==> src/rtl/core/cnmr_pkg.sv <==
// shared constants, codes and types for the cone nearest-match remove unit
// used by the distance unit and the top level; no dependencies
`default_nettype none

package cnmr_pkg;

	localparam int MAX_ENTRIES = 64;
	localparam int SLOT_W      = $clog2(MAX_ENTRIES);
	localparam int CNT_W       = $clog2(MAX_ENTRIES + 1);

	localparam int PT_W   = 16;
	localparam int ANG_W  = 12;
	localparam int R2_W   = 24;
	localparam int TP_W   = 12;
	localparam int SQ_W   = 2 * ANG_W;
	localparam int D2_W   = SQ_W + 1;
	localparam int WORD_W = PT_W + 2 * ANG_W;
	localparam int OSLOT_W = 6;

	localparam int CFG_IDX_W  = 2;
	localparam int CFG_DATA_W = 24;

	typedef enum logic [1:0] {
		KIND_CLEAR = 2'd0,
		KIND_LOAD  = 2'd1,
		KIND_QUERY = 2'd2
	} kind_t;

	typedef enum logic [CFG_IDX_W-1:0] {
		CFG_PT_MIN  = 2'd0,
		CFG_RADIUS2 = 2'd1,
		CFG_TWO_PI  = 2'd2
	} cfg_idx_t;

	// one table entry
	typedef struct packed {
		logic [PT_W-1:0]         pt;
		logic signed [ANG_W-1:0] eta;
		logic signed [ANG_W-1:0] phi;
	} ent_t;

	// control that travels with one candidate down the distance pipe
	typedef struct packed {
		logic              vld;
		logic              ok;
		logic [SLOT_W-1:0] slot;
	} cand_ctl_t;

endpackage

`default_nettype wire

==> src/rtl/core/cnmr_ram.sv <==
// generic single write port ram with one registered read port
// standalone, no package dependency
`default_nettype none

module cnmr_ram #(
	parameter int WIDTH = 8,
	parameter int DEPTH = 16
) (
	input  wire logic                     clk,
	input  wire logic                     we,
	input  wire logic [$clog2(DEPTH)-1:0] waddr,
	input  wire logic [WIDTH-1:0]         wdata,
	input  wire logic [$clog2(DEPTH)-1:0] raddr,
	output      logic [WIDTH-1:0]         rdata
);

	logic [WIDTH-1:0] mem_q [DEPTH];

	always_ff @(posedge clk) begin
		if (we) begin
			mem_q[waddr] <= wdata;
		end
		rdata <= mem_q[raddr];
	end

endmodule

`default_nettype wire

==> src/rtl/core/cnmr_dist.sv <==
// squared delta-r unit: three stage pipe, one candidate per cycle
// depends on cnmr_pkg for widths and the candidate structs
`default_nettype none

module cnmr_dist
	import cnmr_pkg::*;
(
	input  wire logic                    clk,
	input  wire logic                    arst_n,
	input  wire cand_ctl_t               cand_s1,
	input  wire ent_t                    ent_s1,
	input  wire logic signed [ANG_W-1:0] q_eta,
	input  wire logic signed [ANG_W-1:0] q_phi,
	input  wire logic [PT_W-1:0]         pt_min,
	input  wire logic [TP_W-1:0]         two_pi,
	input  wire logic [R2_W-1:0]         radius2,
	output      cand_ctl_t               res_s4,
	output      ent_t                    res_ent_s4,
	output      logic [D2_W-1:0]         res_d2_s4,
	output      logic                    res_hit_s4,
	output      logic                    busy
);

	// stage a: differences, abs, phi wrap
	logic signed [ANG_W:0] de_diff, dp_diff, dp_abs_s, wrap, dp_sel;
	logic [ANG_W-1:0]      de_mag, dp_mag;

	always_comb begin
		de_diff  = {q_eta[ANG_W-1], q_eta} - {ent_s1.eta[ANG_W-1], ent_s1.eta};
		dp_diff  = {q_phi[ANG_W-1], q_phi} - {ent_s1.phi[ANG_W-1], ent_s1.phi};
		dp_abs_s = dp_diff[ANG_W] ? -dp_diff : dp_diff;
		wrap     = $signed({1'b0, two_pi}) - dp_abs_s;
		dp_sel   = (dp_abs_s > wrap) ? wrap : dp_abs_s;
		de_mag   = de_diff[ANG_W] ? ANG_W'(-de_diff) : de_diff[ANG_W-1:0];
		dp_mag   = dp_sel[ANG_W] ? ANG_W'(-dp_sel) : dp_sel[ANG_W-1:0];
	end

	cand_ctl_t        ctl_s2, ctl_s3;
	ent_t             ent_s2, ent_s3;
	logic [ANG_W-1:0] de_s2, dp_s2;
	logic [SQ_W-1:0]  sqe_s3, sqp_s3;
	logic [D2_W-1:0]  sum;

	// candidate control down the pipe
	always_ff @(posedge clk or negedge arst_n) begin
		if (!arst_n) begin
			ctl_s2 <= '0;
			ctl_s3 <= '0;
			res_s4 <= '0;
		end else begin
			ctl_s2.vld  <= cand_s1.vld;
			ctl_s2.ok   <= cand_s1.ok && (ent_s1.pt >= pt_min);
			ctl_s2.slot <= cand_s1.slot;
			ctl_s3      <= ctl_s2;
			res_s4      <= ctl_s3;
		end
	end

	assign sum = {1'b0, sqe_s3} + {1'b0, sqp_s3};

	always_ff @(posedge clk) begin
		// stage a result
		ent_s2      <= ent_s1;
		de_s2       <= de_mag;
		dp_s2       <= dp_mag;
		// stage b: squares
		ent_s3      <= ent_s2;
		sqe_s3      <= SQ_W'(de_s2) * SQ_W'(de_s2);
		sqp_s3      <= SQ_W'(dp_s2) * SQ_W'(dp_s2);
		// stage c: sum and cone test
		res_ent_s4  <= ent_s3;
		res_d2_s4   <= sum;
		res_hit_s4  <= ctl_s3.ok && (sum <= {1'b0, radius2});
	end

	assign busy = ctl_s2.vld || ctl_s3.vld || res_s4.vld;

endmodule

`default_nettype wire

==> src/rtl/core/cone_nearest_match_remove_unit.sv <==
// top level of the cone nearest-match remove unit: sequencer, entry table, best tracker
// depends on cnmr_pkg, cnmr_ram and cnmr_dist
`default_nettype none

// Holds a table of up to MAX_ENTRIES objects (pt, eta, phi) and answers nearest
// match queries inside a delta-r cone. A clear item empties the table and a load
// item appends one entry (dropped when the table is full); neither of the two
// gives a result. A query item gives exactly one result: the nearest valid
// entry with pt >= pt_minimum and dEta^2 + dPhi^2 <= cone_radius_squared, phi
// wrapped at two_pi, lowest slot on a tie. The winning entry is removed from the
// table; with no match, found is 0 and all result fields are zero. A query walks
// the whole table through one shared distance unit, one entry per cycle, and
// holds the input stalled through the scan, the ram read, the draining of the
// three stage distance pipe and the move of the result into the output register.
// The result sits there; loads and clears go on while it waits, a following query
// waits at its end for the register to free up. The user must write configuration
// only while the unit is idle; the block itself does not enforce this.

module cone_nearest_match_remove_unit
	import cnmr_pkg::*;
(
	input  wire logic                      clk,
	input  wire logic                      arst_n,
	// configuration
	input  wire logic                      cfg_write,
	input  wire logic [CFG_IDX_W-1:0]      cfg_index,
	input  wire logic [CFG_DATA_W-1:0]     cfg_data,
	// input items
	input  wire logic                      in_valid,
	output      logic                      in_stall,
	input  wire logic [1:0]                kind,
	input  wire logic [PT_W-1:0]           obj_pt,
	input  wire logic signed [ANG_W-1:0]   obj_eta,
	input  wire logic signed [ANG_W-1:0]   obj_phi,
	// result items
	output      logic                      out_valid,
	input  wire logic                      out_stall,
	output      logic                      found,
	output      logic [OSLOT_W-1:0]        match_slot,
	output      logic [PT_W-1:0]           match_pt,
	output      logic signed [ANG_W-1:0]   match_eta,
	output      logic signed [ANG_W-1:0]   match_phi
);

	typedef enum logic [3:0] {
		ST_IDLE  = 4'b0001,
		ST_SCAN  = 4'b0010,
		ST_DRAIN = 4'b0100,
		ST_DONE  = 4'b1000
	} state_t;

	state_t state_q;

	// configuration registers
	logic [PT_W-1:0] pt_min_q;
	logic [R2_W-1:0] radius2_q;
	logic [TP_W-1:0] two_pi_q;

	always_ff @(posedge clk or negedge arst_n) begin
		if (!arst_n) begin
			pt_min_q  <= PT_W'(2);
			radius2_q <= R2_W'(5898);
			two_pi_q  <= TP_W'(1608);
		end else if (cfg_write) begin
			case (cfg_index)
				CFG_PT_MIN:  pt_min_q  <= cfg_data[PT_W-1:0];
				CFG_RADIUS2: radius2_q <= cfg_data[R2_W-1:0];
				CFG_TWO_PI:  two_pi_q  <= cfg_data[TP_W-1:0];
				default:     ;
			endcase
		end
	end

	// handshakes
	logic in_acc, out_free, done_fire;
	assign in_stall  = (state_q != ST_IDLE);
	assign in_acc    = in_valid && !in_stall;
	assign out_free  = !out_valid || !out_stall;
	assign done_fire = (state_q == ST_DONE) && out_free;

	logic is_clear, is_load, is_query, can_load;
	assign is_clear = in_acc && (kind == KIND_CLEAR);
	assign is_load  = in_acc && (kind == KIND_LOAD);
	assign is_query = in_acc && (kind == KIND_QUERY);

	// table bookkeeping: fill count and per-slot valid flops
	logic [CNT_W-1:0]       entry_count_q;
	logic [MAX_ENTRIES-1:0] entry_valid_q;
	assign can_load = entry_count_q < CNT_W'(MAX_ENTRIES);

	// scan address and best-so-far
	logic [SLOT_W-1:0]       addr_q;
	logic signed [ANG_W-1:0] q_eta_q, q_phi_q;
	logic                    have_q;
	logic [SLOT_W-1:0]       best_slot_q;
	logic [D2_W-1:0]         best_d2_q;
	ent_t                    best_ent_q;

	always_ff @(posedge clk or negedge arst_n) begin
		if (!arst_n) begin
			entry_count_q <= '0;
			entry_valid_q <= '0;
		end else begin
			if (is_clear) begin
				entry_count_q <= '0;
				entry_valid_q <= '0;
			end else if (is_load && can_load) begin
				entry_count_q                         <= entry_count_q + CNT_W'(1);
				entry_valid_q[entry_count_q[SLOT_W-1:0]] <= 1'b1;
			end else if (done_fire && have_q) begin
				// matched entry leaves the table, its slot stays used
				entry_valid_q[best_slot_q] <= 1'b0;
			end
		end
	end

	// entry storage
	ent_t ram_wdata, ent_s1;
	assign ram_wdata = '{pt: obj_pt, eta: obj_eta, phi: obj_phi};

	cnmr_ram #(
		.WIDTH (WORD_W),
		.DEPTH (MAX_ENTRIES)
	) u_table (
		.clk   (clk),
		.we    (is_load && can_load),
		.waddr (entry_count_q[SLOT_W-1:0]),
		.wdata (ram_wdata),
		.raddr (addr_q),
		.rdata (ent_s1)
	);

	// control stage aligned with the registered ram read
	cand_ctl_t cand_s1;

	always_ff @(posedge clk or negedge arst_n) begin
		if (!arst_n) begin
			cand_s1 <= '0;
		end else begin
			cand_s1.vld  <= (state_q == ST_SCAN);
			cand_s1.ok   <= entry_valid_q[addr_q];
			cand_s1.slot <= addr_q;
		end
	end

	// shared distance unit
	cand_ctl_t       res_s4;
	ent_t            res_ent_s4;
	logic [D2_W-1:0] res_d2_s4;
	logic            res_hit_s4, dist_busy;

	cnmr_dist u_dist (
		.clk        (clk),
		.arst_n     (arst_n),
		.cand_s1    (cand_s1),
		.ent_s1     (ent_s1),
		.q_eta      (q_eta_q),
		.q_phi      (q_phi_q),
		.pt_min     (pt_min_q),
		.two_pi     (two_pi_q),
		.radius2    (radius2_q),
		.res_s4     (res_s4),
		.res_ent_s4 (res_ent_s4),
		.res_d2_s4  (res_d2_s4),
		.res_hit_s4 (res_hit_s4),
		.busy       (dist_busy)
	);

	// strict less-than keeps the lowest slot on a tie, slots arrive in order
	logic take;
	assign take = res_s4.vld && res_hit_s4 && (!have_q || (res_d2_s4 < best_d2_q));

	// sequencer
	always_ff @(posedge clk or negedge arst_n) begin
		if (!arst_n) begin
			state_q <= ST_IDLE;
			addr_q  <= '0;
			have_q  <= 1'b0;
		end else begin
			case (state_q)
				ST_IDLE: begin
					if (is_query) begin
						state_q <= ST_SCAN;
						addr_q  <= '0;
						have_q  <= 1'b0;
					end
				end
				ST_SCAN: begin
					if (addr_q == SLOT_W'(MAX_ENTRIES - 1)) begin
						state_q <= ST_DRAIN;
					end else begin
						addr_q <= addr_q + SLOT_W'(1);
					end
				end
				ST_DRAIN: begin
					if (!cand_s1.vld && !dist_busy) begin
						state_q <= ST_DONE;
					end
				end
				ST_DONE: begin
					if (out_free) begin
						state_q <= ST_IDLE;
					end
				end
				default: state_q <= ST_IDLE;
			endcase
			if (take) begin
				have_q <= 1'b1;
			end
		end
	end

	always_ff @(posedge clk) begin
		if (is_query) begin
			q_eta_q <= obj_eta;
			q_phi_q <= obj_phi;
		end
		if (take) begin
			best_slot_q <= res_s4.slot;
			best_d2_q   <= res_d2_s4;
			best_ent_q  <= res_ent_s4;
		end
	end

	// output register
	always_ff @(posedge clk or negedge arst_n) begin
		if (!arst_n) begin
			out_valid <= 1'b0;
		end else if (done_fire) begin
			out_valid <= 1'b1;
		end else if (!out_stall) begin
			out_valid <= 1'b0;
		end
	end

	always_ff @(posedge clk) begin
		if (done_fire) begin
			found      <= have_q;
			match_slot <= have_q ? OSLOT_W'(best_slot_q) : '0;
			match_pt   <= have_q ? best_ent_q.pt : '0;
			match_eta  <= have_q ? best_ent_q.eta : '0;
			match_phi  <= have_q ? best_ent_q.phi : '0;
		end
	end

	// a result only appears at the end of a query scan
	assert property (@(posedge clk) disable iff (!arst_n)
		$rose(out_valid) |-> $past(state_q == ST_DONE))
		else $error("result appeared outside the end of a scan");

	// the distance pipe is empty whenever the unit takes items
	assert property (@(posedge clk) disable iff (!arst_n)
		(state_q == ST_IDLE) |-> (!cand_s1.vld && !dist_busy))
		else $error("distance pipe busy while idle");

	// a matched entry is removed from the table
	assert property (@(posedge clk) disable iff (!arst_n)
		(done_fire && have_q) |=> !entry_valid_q[$past(best_slot_q)])
		else $error("matched entry still valid");

	// fill count never passes the table depth
	assert property (@(posedge clk) disable iff (!arst_n)
		entry_count_q <= CNT_W'(MAX_ENTRIES))
		else $error("entry count overflow");

endmodule

`default_nettype wire
==> config.mk <==
export PLATFORM = sky130hd
export DESIGN_NAME = cone_nearest_match_remove_unit
export DESIGN_NICKNAME = d
export VERILOG_FILES = /design/src/rtl/core/cnmr_pkg.sv /design/src/rtl/core/cnmr_ram.sv /design/src/rtl/core/cnmr_dist.sv /design/src/rtl/core/cone_nearest_match_remove_unit.sv
export SDC_FILE = /design/constraint.sdc
export NUM_CORES = 2
export LEC_CHECK = 0
export ABC_AREA = 0
export BUFFER_PORTS_ARGS = -buffer_cell sky130_fd_sc_hd__buf_4
export CAP_MARGIN = 20
export CORE_ASPECT_RATIO = 0.7
export CORE_MARGIN = 2
export CORE_UTILIZATION = 65
export CTS_BUF_LIST = sky130_fd_sc_hd__clkbuf_8
export DETAILED_ROUTE_END_ITERATION = 6
export PLACE_DENSITY = 0.82
export SYNTH_ARGS = -nofsm -noshare
export SYNTH_HDL_FRONTEND = slang
export SYNTH_HIERARCHICAL = 1
export SYNTH_SLANG_ARGS = --single-unit
==> constraint.sdc <==
create_clock -name clk -period 14.3 [get_ports clk]
set_input_delay 1.43 -clock clk [delete_from_list [all_inputs] [get_ports clk]]
set_output_delay 1.43 -clock clk [all_outputs]
set_load 0.1 [all_outputs]
==> flow_summary_export.csv <==
group,metric,value,unit
floorplanning,dieArea,198000,um2
floorplanning,core,194000,um2
timing,slew_violations,0,
finish,nNetsFinal,7576,
worst_setup_path,startpoint_type,"register",
power,power_per_cell_area,241,nW/um2
timing,post-route-min-period,8.92,ns
floorplanning,rows,135,
clock_network,postCtsHoldBufs,0,
route,via_count,68000,
timing,holdWs,0.323,ns
clock_network,clock_latency,0.99,ns
worst_setup_path,worstPathArrival,9.81,ns
timing,tightest_slew,1.30,ns
worst_setup_path,rrSetupSlack,5.38,ns
route,vias_per_cell,6.78,
floorplanning,start_util,65.4,%
route,dr.pass1.iters,5,
logic_synthesis,synth_warnings,6,
placed_design,pre_cts_ws,5.68,ns
clock_network,cts_resized,0,
route,routed_wl,320000,um
flow_run,maxCapViolCount,0,
worst_setup_path,crit_type,"register to register",
clock_network,cts_sinks,3124,
route,avgRoutedWirePerCell,31.9,um
worst_setup_path,crit_top_cell,"ha_1",
grt,grt_use_total,32.3,%
outcome,status,"complete, no violations",
logic_synthesis,syn_inst,6722,
grt,grt_pass1_wl,462000,um
clock_network,cts.path.max_buffers,4,
grt,first_global_vias,67700,
clock_network,cts_root_buf,"clkbuf_8",
placed_design,gp_congestion,0.903,
grt,grt_max_degree,118,
worst_setup_path,required,15.18,ns
timing,fin_crit_sh,62.4,%
timing,fin_setup_tns,0,ns
clock_network,htreeDepth,5,
route,drc,0,
clock_network,numCtsBuffers,425,
power,leakage,46.8,nW
timing,setup_viol_count_final,0,
placed_design,io_buffers,121,
worst_setup_path,endpoint_kind,"register",
clock_network,post_cts_buffers,0,
clock_network,cts_tree,"built",
floorplanning,fp.dieH,373,um
timing,max_freq,0.112,GHz
timing,hold_viol,0,
floorplanning,ios,122,
timing,worst_slack,5.38,ns
min_path,hold_path.class,"register to register",
finish,layout-drive-gt1-share,22.6,%
worst_setup_path,cpPeakStageDelay,0.64,ns
grt,grt_overflow_total,0,
route,drt_iter0_drc,10600,
worst_setup_path,path_max_fanout,22,
placed_design,dp_hpwl,188000,um
placed_design,placed_area,131000,um2
logic_synthesis,syn_area_per_cell,18.8,um2
worst_setup_path,slowest_stage,"mux2i_4",
finish,area_growth,9.65,%
timing,finalClockSkew,0.0436,ns
logic_synthesis,syn_area,127000,um2
route,ant_nets,0,
timing,max-slew-margin-rel,12.7,%
timing,rsz0062_at_grt,"no",
floorplanning,die_w,532,um
power,ir_drop,1.36,mV
clock_network,clkTransAtPathRegs,0.07,ns
finish,design_area,139000,um2
logic_synthesis,syn_nets,7203,
grt,antenna_found_initial,24,
## per-stage QoR
step	utilization, %	power [mW]	instances
floorplan	-	22.5	6722
global placement	67.7	26.3	9270
detailed placement	67.7	26.7	9271
CTS	71.7	33.3	10000
global route	71.7	35.8	10000
finish	71.7	33.4	10000
## critical path, delay by kind of cell (launching register included)
family | cells | cell delay, ns
AND/OR/NAND/NOR | 15 | 2.82
AO/OA/AOI/OAI | 9 | 2.01
adder cells (fa/ha/maj) | 5 | 1.48
multiplexers | 4 | 1.29
XOR/XNOR | 3 | 0.82
flip-flops | 1 | 0.33
buffers and inverters | 1 | 0.04
## registers in the layout (all words and copies together), names as in the netlist, 24 cells and up
name	cells
u_dist/ent_s2	40
u_table/mem_q	2560
radius2_q	24
u_dist/ent_s3	40
u_table/rdata	40
u_dist/res_ent_s4	40
entry_valid_q	64
u_dist/res_d2_s4	25
best_ent_q	40
best_d2_q	25
## layer usage
metal	track usage, %	vias to the layer above	share of wire [%]
li1	-	27400	-
met1	49.9	34800	38
met2	45.4	5168	43
met3	9.13	556	16
met4	9.84	16	3.0
met5	0	-	0.034
## path summary, 6_finish.rpt
| check | cells past startpoint | from | to |
|---|---|---|---|
| max reg2reg | 37 | q_phi_q[0] | u_dist/dp_s2[10] |
| min reg2reg | 0 | u_dist/ent_s2[6] | u_dist/ent_s3[6] |
| max in group asynchronous | 2 | arst_n | addr_q[2] |
| max | 37 | q_phi_q[0] | u_dist/dp_s2[10] |
| min in group asynchronous | 1 | arst_n | entry_valid_q[56] |
| min | 0 | u_dist/ent_s2[6] | u_dist/ent_s3[6] |
## report_power, final
group,internal [mW],switching [mW],leakage (nW),total (mW)
Sequential,10.5,0.365,28.6,10.9
Clock,3.15,3.24,4.62,6.40
Combinational,6.82,9.34,13.6,16.2
Total,20.5,12.9,46.8,33.4
## cells in the final DEF (no fill, tap or decap), types with 68 or more instances in the layout
master and count:
buf_4 254, edfxtp_1 2702, o22ai_1 144, clkbuf_8 465, a21oi_1 209, mux2_2 98, inv_1 461, xnor2_1 81
ha_1 249, dfrtp_1 148, nand2_1 108, mux2i_1 119, and2_1 163, clkinv_1 68, fa_1 159, dfxtp_1 256
nor2_1 156, mux4_2 625
## layout make-up
type | instances | area (um2)
diodes | 4 | 10.0
clock buffers | 465 | 6400
clock inverters | 290 | 1510
fillers | 11000 | 54700
inverters | 310 | 1160
multi-input cells | 2972 | 34100
flip-flops and latches | 3124 | 90400
well taps | 2603 | 3260
repair buffers | 262 | 2040
No activity file was read; power rests on OpenSTA's default activity.
